--- src/hdl/sirad_pkg.sv ---
package sirad_pkg;

    // alphabet store
    localparam int unsigned MAX_SYMBOLS = 128;
    localparam int unsigned SYM_AW      = $clog2(MAX_SYMBOLS);

    // digit stack: a 32-bit magnitude in radix 2 or more needs at most 32 digits
    localparam int unsigned NUM_W       = 32;
    localparam int unsigned STACK_DEPTH = 32;
    localparam int unsigned STACK_AW    = $clog2(STACK_DEPTH);
    localparam int unsigned DIGIT_W     = 7;

    localparam int unsigned CHAR_W      = 8;
    localparam int unsigned LEN_W       = 8;

    // divider retires this many quotient bits per cycle
    localparam int unsigned BITS_PER_STEP = 4;
    localparam int unsigned DIV_STEPS     = NUM_W / BITS_PER_STEP;
    localparam int unsigned STEP_W        = $clog2(DIV_STEPS);

    // one flag per 7-bit character code for the repeat check
    localparam int unsigned SEEN_BITS = 128;

    localparam logic [CHAR_W-1:0] CHAR_PLUS  = 8'd43;
    localparam logic [CHAR_W-1:0] CHAR_MINUS = 8'd45;
    localparam logic [CHAR_W-1:0] CHAR_LOW   = 8'd32;
    localparam logic [CHAR_W-1:0] CHAR_HIGH  = 8'd126;
    localparam logic [CHAR_W-1:0] CHAR_NONE  = 8'd0;
    localparam logic [LEN_W-1:0]  MIN_BASE   = 8'd2;

    localparam logic CMD_LOAD    = 1'b0;
    localparam logic CMD_CONVERT = 1'b1;

endpackage

--- src/hdl/sirad_ram.sv ---
module sirad_ram #(
    parameter int unsigned WIDTH = 8,
    parameter int unsigned DEPTH = 128
) (
    input  logic                     i_clk,
    input  logic                     i_we,
    input  logic [$clog2(DEPTH)-1:0] i_waddr,
    input  logic [WIDTH-1:0]         i_wdata,
    input  logic [$clog2(DEPTH)-1:0] i_raddr,
    output logic [WIDTH-1:0]         o_rdata
);

    logic [WIDTH-1:0] r_mem [DEPTH];
    logic [WIDTH-1:0] r_rdata;

    always_ff @(posedge i_clk) begin
        if (i_we) begin
            r_mem[i_waddr] <= i_wdata;
        end
        r_rdata <= r_mem[i_raddr];
    end

    assign o_rdata = r_rdata;

endmodule

--- src/hdl/signed_integer_to_radix_digits_core.sv ---
// load item: written in the cycle it is accepted, busy stays low, no result.
// convert item: a read state and a check state per alphabet symbol (one alphabet port),
// then the 4-bit-per-cycle divider for each digit, then a stack read, an alphabet
// read and a strobe per emitted digit; results are strobed from an output register
// in the cycle after they are formed, receiver cannot stall.
// synchronous active-low reset returns the sequencer to idle and base_length to 0.
module signed_integer_to_radix_digits_core (
    input  logic                                   i_clk,
    input  logic                                   i_rst_n,
    input  logic                                   start,
    output logic                                   busy,
    input  logic                                   i_base_length_we,
    input  logic [sirad_pkg::LEN_W-1:0]            i_base_length,
    input  logic                                   i_cmd,
    input  logic [sirad_pkg::SYM_AW-1:0]           i_symbol_index,
    input  logic [sirad_pkg::CHAR_W-1:0]           i_symbol_code,
    input  logic signed [sirad_pkg::NUM_W-1:0]     i_number,
    output logic                                   o_result_valid,
    output logic [sirad_pkg::CHAR_W-1:0]           o_char_code,
    output logic                                   o_base_ok,
    output logic                                   o_last
);

    localparam logic [2:0] ST_IDLE   = 3'd0;
    localparam logic [2:0] ST_CHK_RD = 3'd1;
    localparam logic [2:0] ST_CHK_EV = 3'd2;
    localparam logic [2:0] ST_DIV    = 3'd3;
    localparam logic [2:0] ST_OUT_A  = 3'd4;
    localparam logic [2:0] ST_OUT_B  = 3'd5;
    localparam logic [2:0] ST_OUT_C  = 3'd6;

    logic [2:0]                          r_state, n_state;
    logic [sirad_pkg::LEN_W-1:0]         r_base_length;
    logic [sirad_pkg::SYM_AW-1:0]        r_idx, n_idx;
    logic [sirad_pkg::SEEN_BITS-1:0]     r_seen, n_seen;
    logic [sirad_pkg::STEP_W-1:0]        r_step, n_step;
    logic [sirad_pkg::STACK_AW-1:0]      r_ptr, n_ptr;
    logic                                r_out_valid, n_out_valid;
    logic                                r_neg, n_neg;
    logic [sirad_pkg::NUM_W-1:0]         r_q, n_q;
    logic [sirad_pkg::DIGIT_W-1:0]       r_rem, n_rem;
    logic [sirad_pkg::CHAR_W-1:0]        r_char, n_char;
    logic                                r_ok, n_ok;
    logic                                r_last, n_last;

    logic                                w_accept;
    logic [sirad_pkg::NUM_W-1:0]         w_num;
    logic [sirad_pkg::NUM_W-1:0]         w_mag;
    logic                                w_alpha_we;
    logic [sirad_pkg::SYM_AW-1:0]        w_alpha_raddr;
    logic [sirad_pkg::CHAR_W-1:0]        w_alpha_rdata;
    logic                                w_stack_we;
    logic [sirad_pkg::DIGIT_W-1:0]       w_stack_rdata;
    logic [sirad_pkg::NUM_W-1:0]         w_div_q;
    logic [sirad_pkg::DIGIT_W-1:0]       w_div_rem;
    logic                                w_sym_bad;
    logic                                w_len_bad;
    logic                                w_last_sym;

    assign busy     = (r_state != ST_IDLE);
    assign w_accept = start && !busy;
    assign w_num    = i_number;
    assign w_mag    = w_num[sirad_pkg::NUM_W-1] ? (~w_num + 32'd1) : w_num;

    assign w_alpha_we = w_accept && (i_cmd == sirad_pkg::CMD_LOAD);

    sirad_ram #(
        .WIDTH (sirad_pkg::CHAR_W),
        .DEPTH (sirad_pkg::MAX_SYMBOLS)
    ) u_alphabet (
        .i_clk   (i_clk),
        .i_we    (w_alpha_we),
        .i_waddr (i_symbol_index),
        .i_wdata (i_symbol_code),
        .i_raddr (w_alpha_raddr),
        .o_rdata (w_alpha_rdata)
    );

    sirad_ram #(
        .WIDTH (sirad_pkg::DIGIT_W),
        .DEPTH (sirad_pkg::STACK_DEPTH)
    ) u_digit_stack (
        .i_clk   (i_clk),
        .i_we    (w_stack_we),
        .i_waddr (r_ptr),
        .i_wdata (w_div_rem),
        .i_raddr (r_ptr),
        .o_rdata (w_stack_rdata)
    );

    // restoring division, several quotient bits per cycle; remainder stays below radix
    always_comb begin
        logic [sirad_pkg::DIGIT_W:0]   v_rem2;
        logic [sirad_pkg::DIGIT_W-1:0] v_rem;
        logic [sirad_pkg::NUM_W-1:0]   v_q;
        v_rem = r_rem;
        v_q   = r_q;
        for (int k = 0; k < sirad_pkg::BITS_PER_STEP; k++) begin
            v_rem2 = {v_rem, v_q[sirad_pkg::NUM_W-1]};
            if (v_rem2 >= r_base_length) begin
                v_rem = sirad_pkg::DIGIT_W'(v_rem2 - r_base_length);
                v_q   = {v_q[sirad_pkg::NUM_W-2:0], 1'b1};
            end else begin
                v_rem = v_rem2[sirad_pkg::DIGIT_W-1:0];
                v_q   = {v_q[sirad_pkg::NUM_W-2:0], 1'b0};
            end
        end
        w_div_q   = v_q;
        w_div_rem = v_rem;
    end

    assign w_len_bad = (r_base_length < sirad_pkg::MIN_BASE) ||
                       (r_base_length > sirad_pkg::LEN_W'(sirad_pkg::MAX_SYMBOLS));

    assign w_sym_bad = (w_alpha_rdata == sirad_pkg::CHAR_PLUS) ||
                       (w_alpha_rdata == sirad_pkg::CHAR_MINUS) ||
                       (w_alpha_rdata < sirad_pkg::CHAR_LOW) ||
                       (w_alpha_rdata > sirad_pkg::CHAR_HIGH) ||
                       r_seen[w_alpha_rdata[6:0]];

    assign w_last_sym = ({1'b0, r_idx} == sirad_pkg::LEN_W'(r_base_length - 8'd1));

    always_comb begin
        n_state     = r_state;
        n_idx       = r_idx;
        n_seen      = r_seen;
        n_step      = r_step;
        n_ptr       = r_ptr;
        n_out_valid = 1'b0;
        n_neg       = r_neg;
        n_q         = r_q;
        n_rem       = r_rem;
        n_char      = r_char;
        n_ok        = r_ok;
        n_last      = r_last;
        w_stack_we    = 1'b0;
        w_alpha_raddr = r_idx;

        unique case (r_state)
            ST_IDLE: begin
                if (w_accept && (i_cmd == sirad_pkg::CMD_CONVERT)) begin
                    n_seen = '0;
                    n_idx  = '0;
                    n_step = '0;
                    n_ptr  = '0;
                    n_rem  = '0;
                    n_q    = w_mag;
                    n_neg  = w_num[sirad_pkg::NUM_W-1];
                    if (w_len_bad) begin
                        n_out_valid = 1'b1;
                        n_char      = sirad_pkg::CHAR_NONE;
                        n_ok        = 1'b0;
                        n_last      = 1'b1;
                    end else begin
                        n_state = ST_CHK_RD;
                    end
                end
            end
            ST_CHK_RD: begin
                n_state = ST_CHK_EV;
            end
            ST_CHK_EV: begin
                if (w_sym_bad) begin
                    n_out_valid = 1'b1;
                    n_char      = sirad_pkg::CHAR_NONE;
                    n_ok        = 1'b0;
                    n_last      = 1'b1;
                    n_state     = ST_IDLE;
                end else begin
                    n_seen[w_alpha_rdata[6:0]] = 1'b1;
                    if (w_last_sym) begin
                        if (r_neg) begin
                            n_out_valid = 1'b1;
                            n_char      = sirad_pkg::CHAR_MINUS;
                            n_ok        = 1'b1;
                            n_last      = 1'b0;
                        end
                        n_state = ST_DIV;
                    end else begin
                        n_idx   = r_idx + 1'b1;
                        n_state = ST_CHK_RD;
                    end
                end
            end
            ST_DIV: begin
                n_q    = w_div_q;
                n_rem  = w_div_rem;
                n_step = r_step + 1'b1;
                if (r_step == sirad_pkg::STEP_W'(sirad_pkg::DIV_STEPS - 1)) begin
                    // digit done: push it, then go on while the quotient is nonzero
                    w_stack_we = 1'b1;
                    n_rem      = '0;
                    n_step     = '0;
                    if (w_div_q == '0) begin
                        n_state = ST_OUT_A;
                    end else begin
                        n_ptr = r_ptr + 1'b1;
                    end
                end
            end
            ST_OUT_A: begin
                n_state = ST_OUT_B;
            end
            ST_OUT_B: begin
                w_alpha_raddr = sirad_pkg::SYM_AW'(w_stack_rdata);
                n_state       = ST_OUT_C;
            end
            ST_OUT_C: begin
                n_out_valid = 1'b1;
                n_char      = w_alpha_rdata;
                n_ok        = 1'b1;
                n_last      = (r_ptr == '0);
                if (r_ptr == '0) begin
                    n_state = ST_IDLE;
                end else begin
                    n_ptr   = r_ptr - 1'b1;
                    n_state = ST_OUT_A;
                end
            end
            default: begin
                n_state = ST_IDLE;
            end
        endcase
    end

    always_ff @(posedge i_clk) begin
        if (!i_rst_n) begin
            r_state       <= ST_IDLE;
            r_base_length <= '0;
            r_idx         <= '0;
            r_seen        <= '0;
            r_step        <= '0;
            r_ptr         <= '0;
            r_out_valid   <= 1'b0;
        end else begin
            r_state     <= n_state;
            r_idx       <= n_idx;
            r_seen      <= n_seen;
            r_step      <= n_step;
            r_ptr       <= n_ptr;
            r_out_valid <= n_out_valid;
            if (i_base_length_we) begin
                r_base_length <= i_base_length;
            end
        end
    end

    always_ff @(posedge i_clk) begin
        r_neg  <= n_neg;
        r_q    <= n_q;
        r_rem  <= n_rem;
        r_char <= n_char;
        r_ok   <= n_ok;
        r_last <= n_last;
    end

    assign o_result_valid = r_out_valid;
    assign o_char_code    = r_char;
    assign o_base_ok      = r_ok;
    assign o_last         = r_last;

    // a rejected alphabet always ends the item
    a_reject_is_last: assert property (@(posedge i_clk) disable iff (!i_rst_n)
        o_result_valid && !o_base_ok |-> o_last)
        else $error("rejected result without last");

    // a load item never makes the block busy
    a_load_stays_idle: assert property (@(posedge i_clk) disable iff (!i_rst_n)
        start && !busy && (i_cmd == sirad_pkg::CMD_LOAD) |=> !busy)
        else $error("load item left the block busy");

    // every pass through the emit state produces a result
    a_emit_strobes: assert property (@(posedge i_clk) disable iff (!i_rst_n)
        r_state == ST_OUT_C |=> o_result_valid)
        else $error("emit state without result strobe");

    // divider step count only advances inside the divide loop
    a_step_in_div: assert property (@(posedge i_clk) disable iff (!i_rst_n)
        r_step != '0 |-> r_state == ST_DIV)
        else $error("divider step count outside divide state");

endmodule

--- config.mk ---
export PLATFORM = sky130hd
export DESIGN_NAME = signed_integer_to_radix_digits_core
export DESIGN_NICKNAME = d
export VERILOG_FILES = /design/src/hdl/sirad_pkg.sv /design/src/hdl/sirad_ram.sv /design/src/hdl/signed_integer_to_radix_digits_core.sv
export SDC_FILE = /design/constraint.sdc
export NUM_CORES = 2
export LEC_CHECK = 0
export ABC_AREA = 1
export BUFFER_PORTS_ARGS = -buffer_cell sky130_fd_sc_hd__buf_2
export CORE_MARGIN = 1.5
export CORE_UTILIZATION = 35
export DETAILED_ROUTE_END_ITERATION = 10
export REMOVE_ABC_BUFFERS = 1
export SYNTH_ARGS = -nofsm -noshare
export SYNTH_HDL_FRONTEND = slang
export SYNTH_HIERARCHICAL = 1
export SYNTH_SLANG_ARGS = --single-unit
--- constraint.sdc ---
create_clock -name i_clk -period 8.67 [get_ports i_clk]
set_clock_uncertainty 0.1 [all_clocks]
set_input_delay 1.734 -clock i_clk [delete_from_list [all_inputs] [get_ports i_clk]]
set_output_delay 1.734 -clock i_clk [all_outputs]
set_load 0.03 [all_outputs]
After elaboration in Yosys (flattened, before gate mapping)

Memory sizes are Yosys's and may differ from the RTL's. A register that Yosys moved wholly into a read port is not among the register bits.
Index checks and enable logic that the tools add are counted.

Add/subtract/negate cells: 10
$lt $le $gt $ge: 10
Equal/unequal tests: 21
Multiplexer cells: 71
Bitwise operators: 3
Reduce and logical (&&, ||, !) cells: 25

Operators with widths:

| kind                                                             | number |
|---|---|
| 128-bit two-way mux                                              | 2 |
| 128-bit case mux with 2 select lines                             | 1 |
| 128-bit OR                                                       | 1 |
| 32-bit two-way mux                                               | 2 |
| 32-bit case mux with 2 select lines                              | 1 |
| 7-bit two-way mux                                                | 9 |
| 8-bit two-way mux                                                | 5 |
| 32-bit by 1-bit adder with 32-bit output (second input constant) | 1 |
| 8-bit greater-or-equal comparator                                | 4 |
| 32-bit logical NOT                                               | 1 |
| 32-bit inverter                                                  | 1 |
| 7-bit case mux with 2 select lines                               | 2 |
| 7-bit subtractor                                                 | 4 |
| 1-bit two-way mux                                                | 27 |
| 8-bit case mux with 3 select lines                               | 1 |
| 3-bit two-way mux                                                | 7 |
| 3-bit case mux with 7 select lines                               | 1 |
| 5-bit two-way mux                                                | 4 |
| 2-bit != test (second input constant)                            | 9 |
| 8-bit by 6-bit == test with 1-bit output (second input constant) | 2 |
| 5-bit case mux with 3 select lines                               | 1 |
| 3-bit == test (second input constant)                            | 4 |
| 5-bit AND reduction                                              | 2 |
| 1-bit case mux with 3 select lines                               | 3 |
| other kinds (30)                                                 | 45 |

Flip-flop bits (word level): 205
Memory bits (writable): 1248
Input bits: 60
Memories: 2

Memories:

| name                | words | bits a word | rd ports | clocked after Yosys merged registers in | wr ports | line            | RTL |
|---|---|---|---|---|---|---|---|
| u_alphabet.r_mem    | 128   | 8           | 1        | 1                                       | 1        | sirad_ram.sv:13 | `logic [WIDTH-1:0] r_mem [DEPTH];` |
| u_digit_stack.r_mem | 32    | 7           | 1        | 1                                       | 1        | sirad_ram.sv:13 |  |

Longest topological paths before layout

Depth in word-level cells: 12
Depth in mapped cells: 43
Gate-level depth less buffers: 43

Hierarchy

Netlist, hierarchy kept.

By module, submodules not included:

| module                              | times used | cells each | area each (sq um) | seq. area each (sq um) |
|---|---|---|---|---|
| sirad_ram (u_alphabet)              | 1          | 3575       | 42104.1           | 30909.6 |
| signed_integer_to_radix_digits_core | 1          | 1577       | 10792.9           | 3963.8 |
| sirad_ram (u_digit_stack)           | 1          | 813        | 9416.5            | 6866.6 |

Least setup slack after synthesis

OpenSTA, ideal clock, no wires.

Path kind: register to register
Start point: register r_base_length[1] (netlist name)
End point: memory u_digit_stack/r_mem[0][2] (netlist name) (data pin)
Library setup time: 0.460 ns
Arrival: 7.115 ns
Setup slack: 0.995 ns
Stages on the path, launching flop included: 30
Period minus slack after synthesis: 7.675 ns
Path through: dfxtp_1 > inv_1 > fa_1 > a21oi_1 > o21bai_1 > o21ai_0 > nand2_1 > o21ai_0 > inv_1 > fa_1 > o21ai_0 > o21ai_0 > nand2_1 > nand2_1 > o21ai_0 > inv_1 > fa_1 > o21ai_0 > o21ai_0 > nand2_1 > inv_1 > clkbuf_1 > o21ai_0 > fa_1 > nand3_1 > nand2_1 > o21ai_0 > nand2_1 > clkinv_1 > o21ai_0

Word-level cells in the longest chain between the ends: 8

Ends and longest elaborated chain:

| what                                                                  | line                                                                                   | RTL |
|---|---|---|
| start, declared                                                       | signed_integer_to_radix_digits_core.sv:33                                              | `logic [sirad_pkg::LEN_W-1:0] r_base_length;` |
| start signal, assigned                                                | signed_integer_to_radix_digits_core.sv:243                                             | `r_base_length <= i_base_length;` |
| 7-bit subtractor or 8-bit greater-or-equal comparator (tied branches) | signed_integer_to_radix_digits_core.sv:101, signed_integer_to_radix_digits_core.sv:100 |  |
| 7-bit two-way mux                                                     | signed_integer_to_radix_digits_core.sv:100                                             | `if (v_rem2 >= r_base_length) begin` |
| 7-bit subtractor or 8-bit greater-or-equal comparator (tied branches) | signed_integer_to_radix_digits_core.sv:101, signed_integer_to_radix_digits_core.sv:100 |  |
| 7-bit two-way mux                                                     | signed_integer_to_radix_digits_core.sv:100                                             |  |
| 8-bit greater-or-equal comparator or 7-bit subtractor (tied branches) | signed_integer_to_radix_digits_core.sv:100, signed_integer_to_radix_digits_core.sv:101 |  |
| 7-bit two-way mux                                                     | signed_integer_to_radix_digits_core.sv:100                                             |  |
| 7-bit subtractor or 8-bit greater-or-equal comparator (tied branches) | signed_integer_to_radix_digits_core.sv:101, signed_integer_to_radix_digits_core.sv:100 |  |
| 7-bit two-way mux *                                                   | signed_integer_to_radix_digits_core.sv:100                                             |  |
| via w_div_rem (one bit)                                               | signed_integer_to_radix_digits_core.sv:55                                              | `logic [sirad_pkg::DIGIT_W-1:0] w_div_rem;` |
| end, declared                                                         | sirad_ram.sv:13                                                                        |  |

The timed path passes the listed nets; every way through them passes the cells marked *.

Final worst setup path

Start point: register r_base_length[1] (netlist name)
End point: memory u_digit_stack/r_mem[13][5] (netlist name) (data pin)

Word-level cells in the longest chain between the ends: 8

Ends and longest elaborated chain:

| what                                                                  | line |
|---|---|
| 7-bit subtractor or 8-bit greater-or-equal comparator (tied branches) | signed_integer_to_radix_digits_core.sv:101, signed_integer_to_radix_digits_core.sv:100 |
| 7-bit two-way mux                                                     | signed_integer_to_radix_digits_core.sv:100 |
| 7-bit subtractor or 8-bit greater-or-equal comparator (tied branches) | signed_integer_to_radix_digits_core.sv:101, signed_integer_to_radix_digits_core.sv:100 |
| 7-bit two-way mux                                                     | signed_integer_to_radix_digits_core.sv:100 |
| 7-bit subtractor or 8-bit greater-or-equal comparator (tied branches) | signed_integer_to_radix_digits_core.sv:101, signed_integer_to_radix_digits_core.sv:100 |
| 7-bit two-way mux                                                     | signed_integer_to_radix_digits_core.sv:100 |
| 7-bit subtractor or 8-bit greater-or-equal comparator (tied branches) | signed_integer_to_radix_digits_core.sv:101, signed_integer_to_radix_digits_core.sv:100 |
| 7-bit two-way mux *                                                   | signed_integer_to_radix_digits_core.sv:100 |
| via w_div_rem (one bit)                                               | signed_integer_to_radix_digits_core.sv:55 |

Marks and branches as above.

==> summary.txt <==
part of the Yosys area used for sequential elements: 0.6698
hold depth: 2
via count: 42,820
H-tree depth: 4
Peak supply drop: 0.0005102 V
post-route cell area: 69,100 sq um
Die Ht: 424.9 um
largest family of logic cells by synthesized area: simple AND/OR/NAND/NOR gates
Tcrit/Tclk final: 0.9166
Slowest-stage cell, CP: fa_1
static leakage: 24.33 nW
first-pass GRT wire length: 248,500 um
Ys Warns: 6
status: finished clean
setup violators final: 0
initial antenna violation count: 3
most frequent cells in the layout: 1,934 x nand2_1, 1,298 x edfxtp_1, 1,175 x nand3_1
Simple-Gate Fraction of Synth Area: 0.2416
Worst R2R End: u_digit_stack/r_mem[13][5]$_DFFE_PP_
max-slew violation count: 0
fillcell total: 17,080
RSZ-0062 raised after global routing: false
hold slack: 0.3451 ns
Post-Synthesis Cells: 5,965
Core Rows: 154
wirelength, routed: 164,800 um
Pre-Repair DR Iteration Count: 6
Synth Cell Area: 62,310 sq um
Worst Setup End Kind: flop
vias in the first global route: 40,240
DR iter-0 viols: 4,413
Slew @ Worst Pin: 1.162 ns
CTS sink cnt: 1,436
CP Max Fanout: 16
TritonCTS clock tree: done
total gr overflow: 0
max cap viols: 0
share of layout cells above drive strength 1: 0.06966
post-synthesis mux area share: 0
pwr dens: 277.3 nW/um^2
hold path start: r_seen[95]$_SDFFE_PN0P_
worst min-delay path category: reg2reg
Synth Area in XOR/XNOR: 0.007730
max incr delay on CP: 0.48 ns
Area after DPL: 64,170 sq um
CTS clock-pin slew for the worst setup and hold paths: 0.06 ns
Chip Width: 424.9 um
total CTS buffers: 154
critical setup path kind: reg2reg
Net count, final: 6,023
total die area: 180,600 sq um
adder-cell share of the synthesized area: 0.009638
Reg2Reg Setup Slack: 0.72 ns
Initial Util: 0.3531
FMAX: 125.8 MHz
WL per Instance: 19.65 um
vias per cell: 5.106
Area growth syn-to-layout: 10.88%
Reg-to-Reg Start: r_base_length[1]$_SDFFE_PN0P_
synth unique cells: 46
hold buffer count at cts: 0
Setup crit start kind: flop
DR DRC count: 0
Register-to-Register Path Depth: 32
hold endpoint: r_seen[95]$_SDFFE_PN0P_
crit path DAT: 8.25 ns
relative slew slack: 0.2251
PortBufs: 71
commonest non-fill, non-tap cell in the layout: nand2_1
Final Hold Fails: 0
Post-DP HPWL: 94,550 um
clk_lat worst skew: 0.79 ns
Core Footprint: 176,500 sq um
Post-synth EDFFs: 1,298
largest net degree at the start of global routing: 200
GP Congestion: 0.8312
Data required, critical path: 8.97 ns
Main synth FF type: edfxtp_1
Clock Tree Root: clkbuf_16
GRT Overall Usage: 0.1784
CP startpoint: r_base_length[1]$_SDFFE_PN0P_
ANT nets after route: 0
Yosys reg bits: 1,436
syn_area_per_cell: 10.45 sq um
async set-reset flop share out of synthesis: 0
Final Critical Period: 7.947 ns
Compound-Gate Fraction of Synth Area: 0.02496
CTS max path bufs: 3
io pins: 72
## stage by stage
| step | util | worst slack [ns] | cells | total power [mW] | TNS, ns |
|---|---|---|---|---|---|
| 2_1_floorplan | - | -32.85 | 5628 | 11.43 | -262.72 |
| 3_3_place_gp | 0.3636 | 0.08881 | 8098 | 12.67 | 0 |
| 3_5_place_dp | 0.3636 | -0.004379 | 8098 | 12.76 | -0.06236 |
| 4_1_cts | 0.3912 | 0.03704 | 8381 | 19.20 | 0 |
| 5_1_grt | 0.3915 | 0.05292 | 8385 | 19.97 | 0 |
| 6_report | 0.3915 | 0.7230 | 8386 | 19.16 | 0 |
## per-layer routing
layer	vias up	track usage	routed length [um]
met1	20710	0.2496	72230
met5	-	0	7
met2	1443	0.2827	77030
met3	273	0.03015	11190
li1	20390	-	-
met4	2	0.05482	4367
## worst max path at each step
stage,slack (ns),cells after the start,endpoint
after floorplan,-32.85,15,u_alphabet/o_rdata[7]$_DFF_P_
after global placement,0.09,31,u_digit_stack/r_mem[12][5]$_DFFE_PP_
after detailed placement,-0.004,31,u_digit_stack/r_mem[13][5]$_DFFE_PP_
after CTS,0.04,29,u_digit_stack/r_mem[13][0]$_DFFE_PP_
after global routing,0.05,34,u_digit_stack/r_mem[14][1]$_DFFE_PP_
final,0.72,32,u_digit_stack/r_mem[13][5]$_DFFE_PP_
## cell usage after synthesis (14+ instances only)
library cell     n  area share
nand3_1       1175       0.094
edfxtp_1      1298        0.63
xnor2_1         17      0.0024
o21ai_0        102      0.0082
nor2_1         389       0.023
dfxtp_1        138       0.044
buf_6           45      0.0081
buf_4           50      0.0060
nand2_1       1943        0.12
buf_1           20      0.0012
inv_1          221       0.013
clkbuf_1        71      0.0043
a21oi_1        137       0.011
nor3_1          20      0.0016
nand2_2         14      0.0014
xor2_1          38      0.0053
buf_2          149       0.012
ha_1            40      0.0080
## registers in the layout, summed over array words and instances (netlist names), 3 cells and up
register,flops
o_char_code,8
r_base_length,8
r_idx,7
r_ptr,5
r_q,32
r_rem,7
r_seen,96
r_state,3
r_step,3
u_alphabet/o_rdata,8
u_alphabet/r_mem,1024
u_digit_stack/o_rdata,7
u_digit_stack/r_mem,224
## power breakdown
part           switching [mW]  total [mW]  internal, mW
Clock                    2.73        6.32          3.58
Combinational            2.85        3.61         0.759
Sequential             0.0235        9.23          9.20
## worst max-delay path: cells and delay by family, from the launching register on
| kind | cells | cell delay (ns) |
|---|---|---|
| xor gates and xnor gates | 1 | 0.15 |
| AOI/OAI and AO/OA | 14 | 2.92 |
| buffers and inverters | 6 | 1.30 |
| adders and majority gates | 4 | 1.66 |
| and+or+nand+nor | 7 | 0.95 |
| DFF | 1 | 0.45 |
## area by class of cell
class	instances	area [sq um]	area share
Antenna cell	2	5.005	0.00007243
Clock inverter	81	654.4	0.009471
Tap cell	2340	2928	0.04237
Timing Repair Buffer	132	845.8	0.01224
Clock buffer	201	4197	0.06074
Inverter	231	910.9	0.01318
Sequential cell	1436	41750	0.6042
Timing Repair inverter	2	15.01	0.0002173
Multi-Input combinational cell	3961	17790	0.2575
## logic make-up after synthesis
kind of cell    after synthesis
compound gates              288
flops                      1436
xor+xnor                     55
buf+inv                     568
simple gates               3573
fa+ha+maj                    45
## what timing repair did
item | 4_1_cts | 5_1_grt
gates cloned | 1 | 1
pin swaps | 0 | 0
gates resized for setup | 5 | 16
buffers inserted | 0 | 2
endpoints found under the setup margin | 32 | 239
Note: power is estimated with default switching activity, not from simulation.
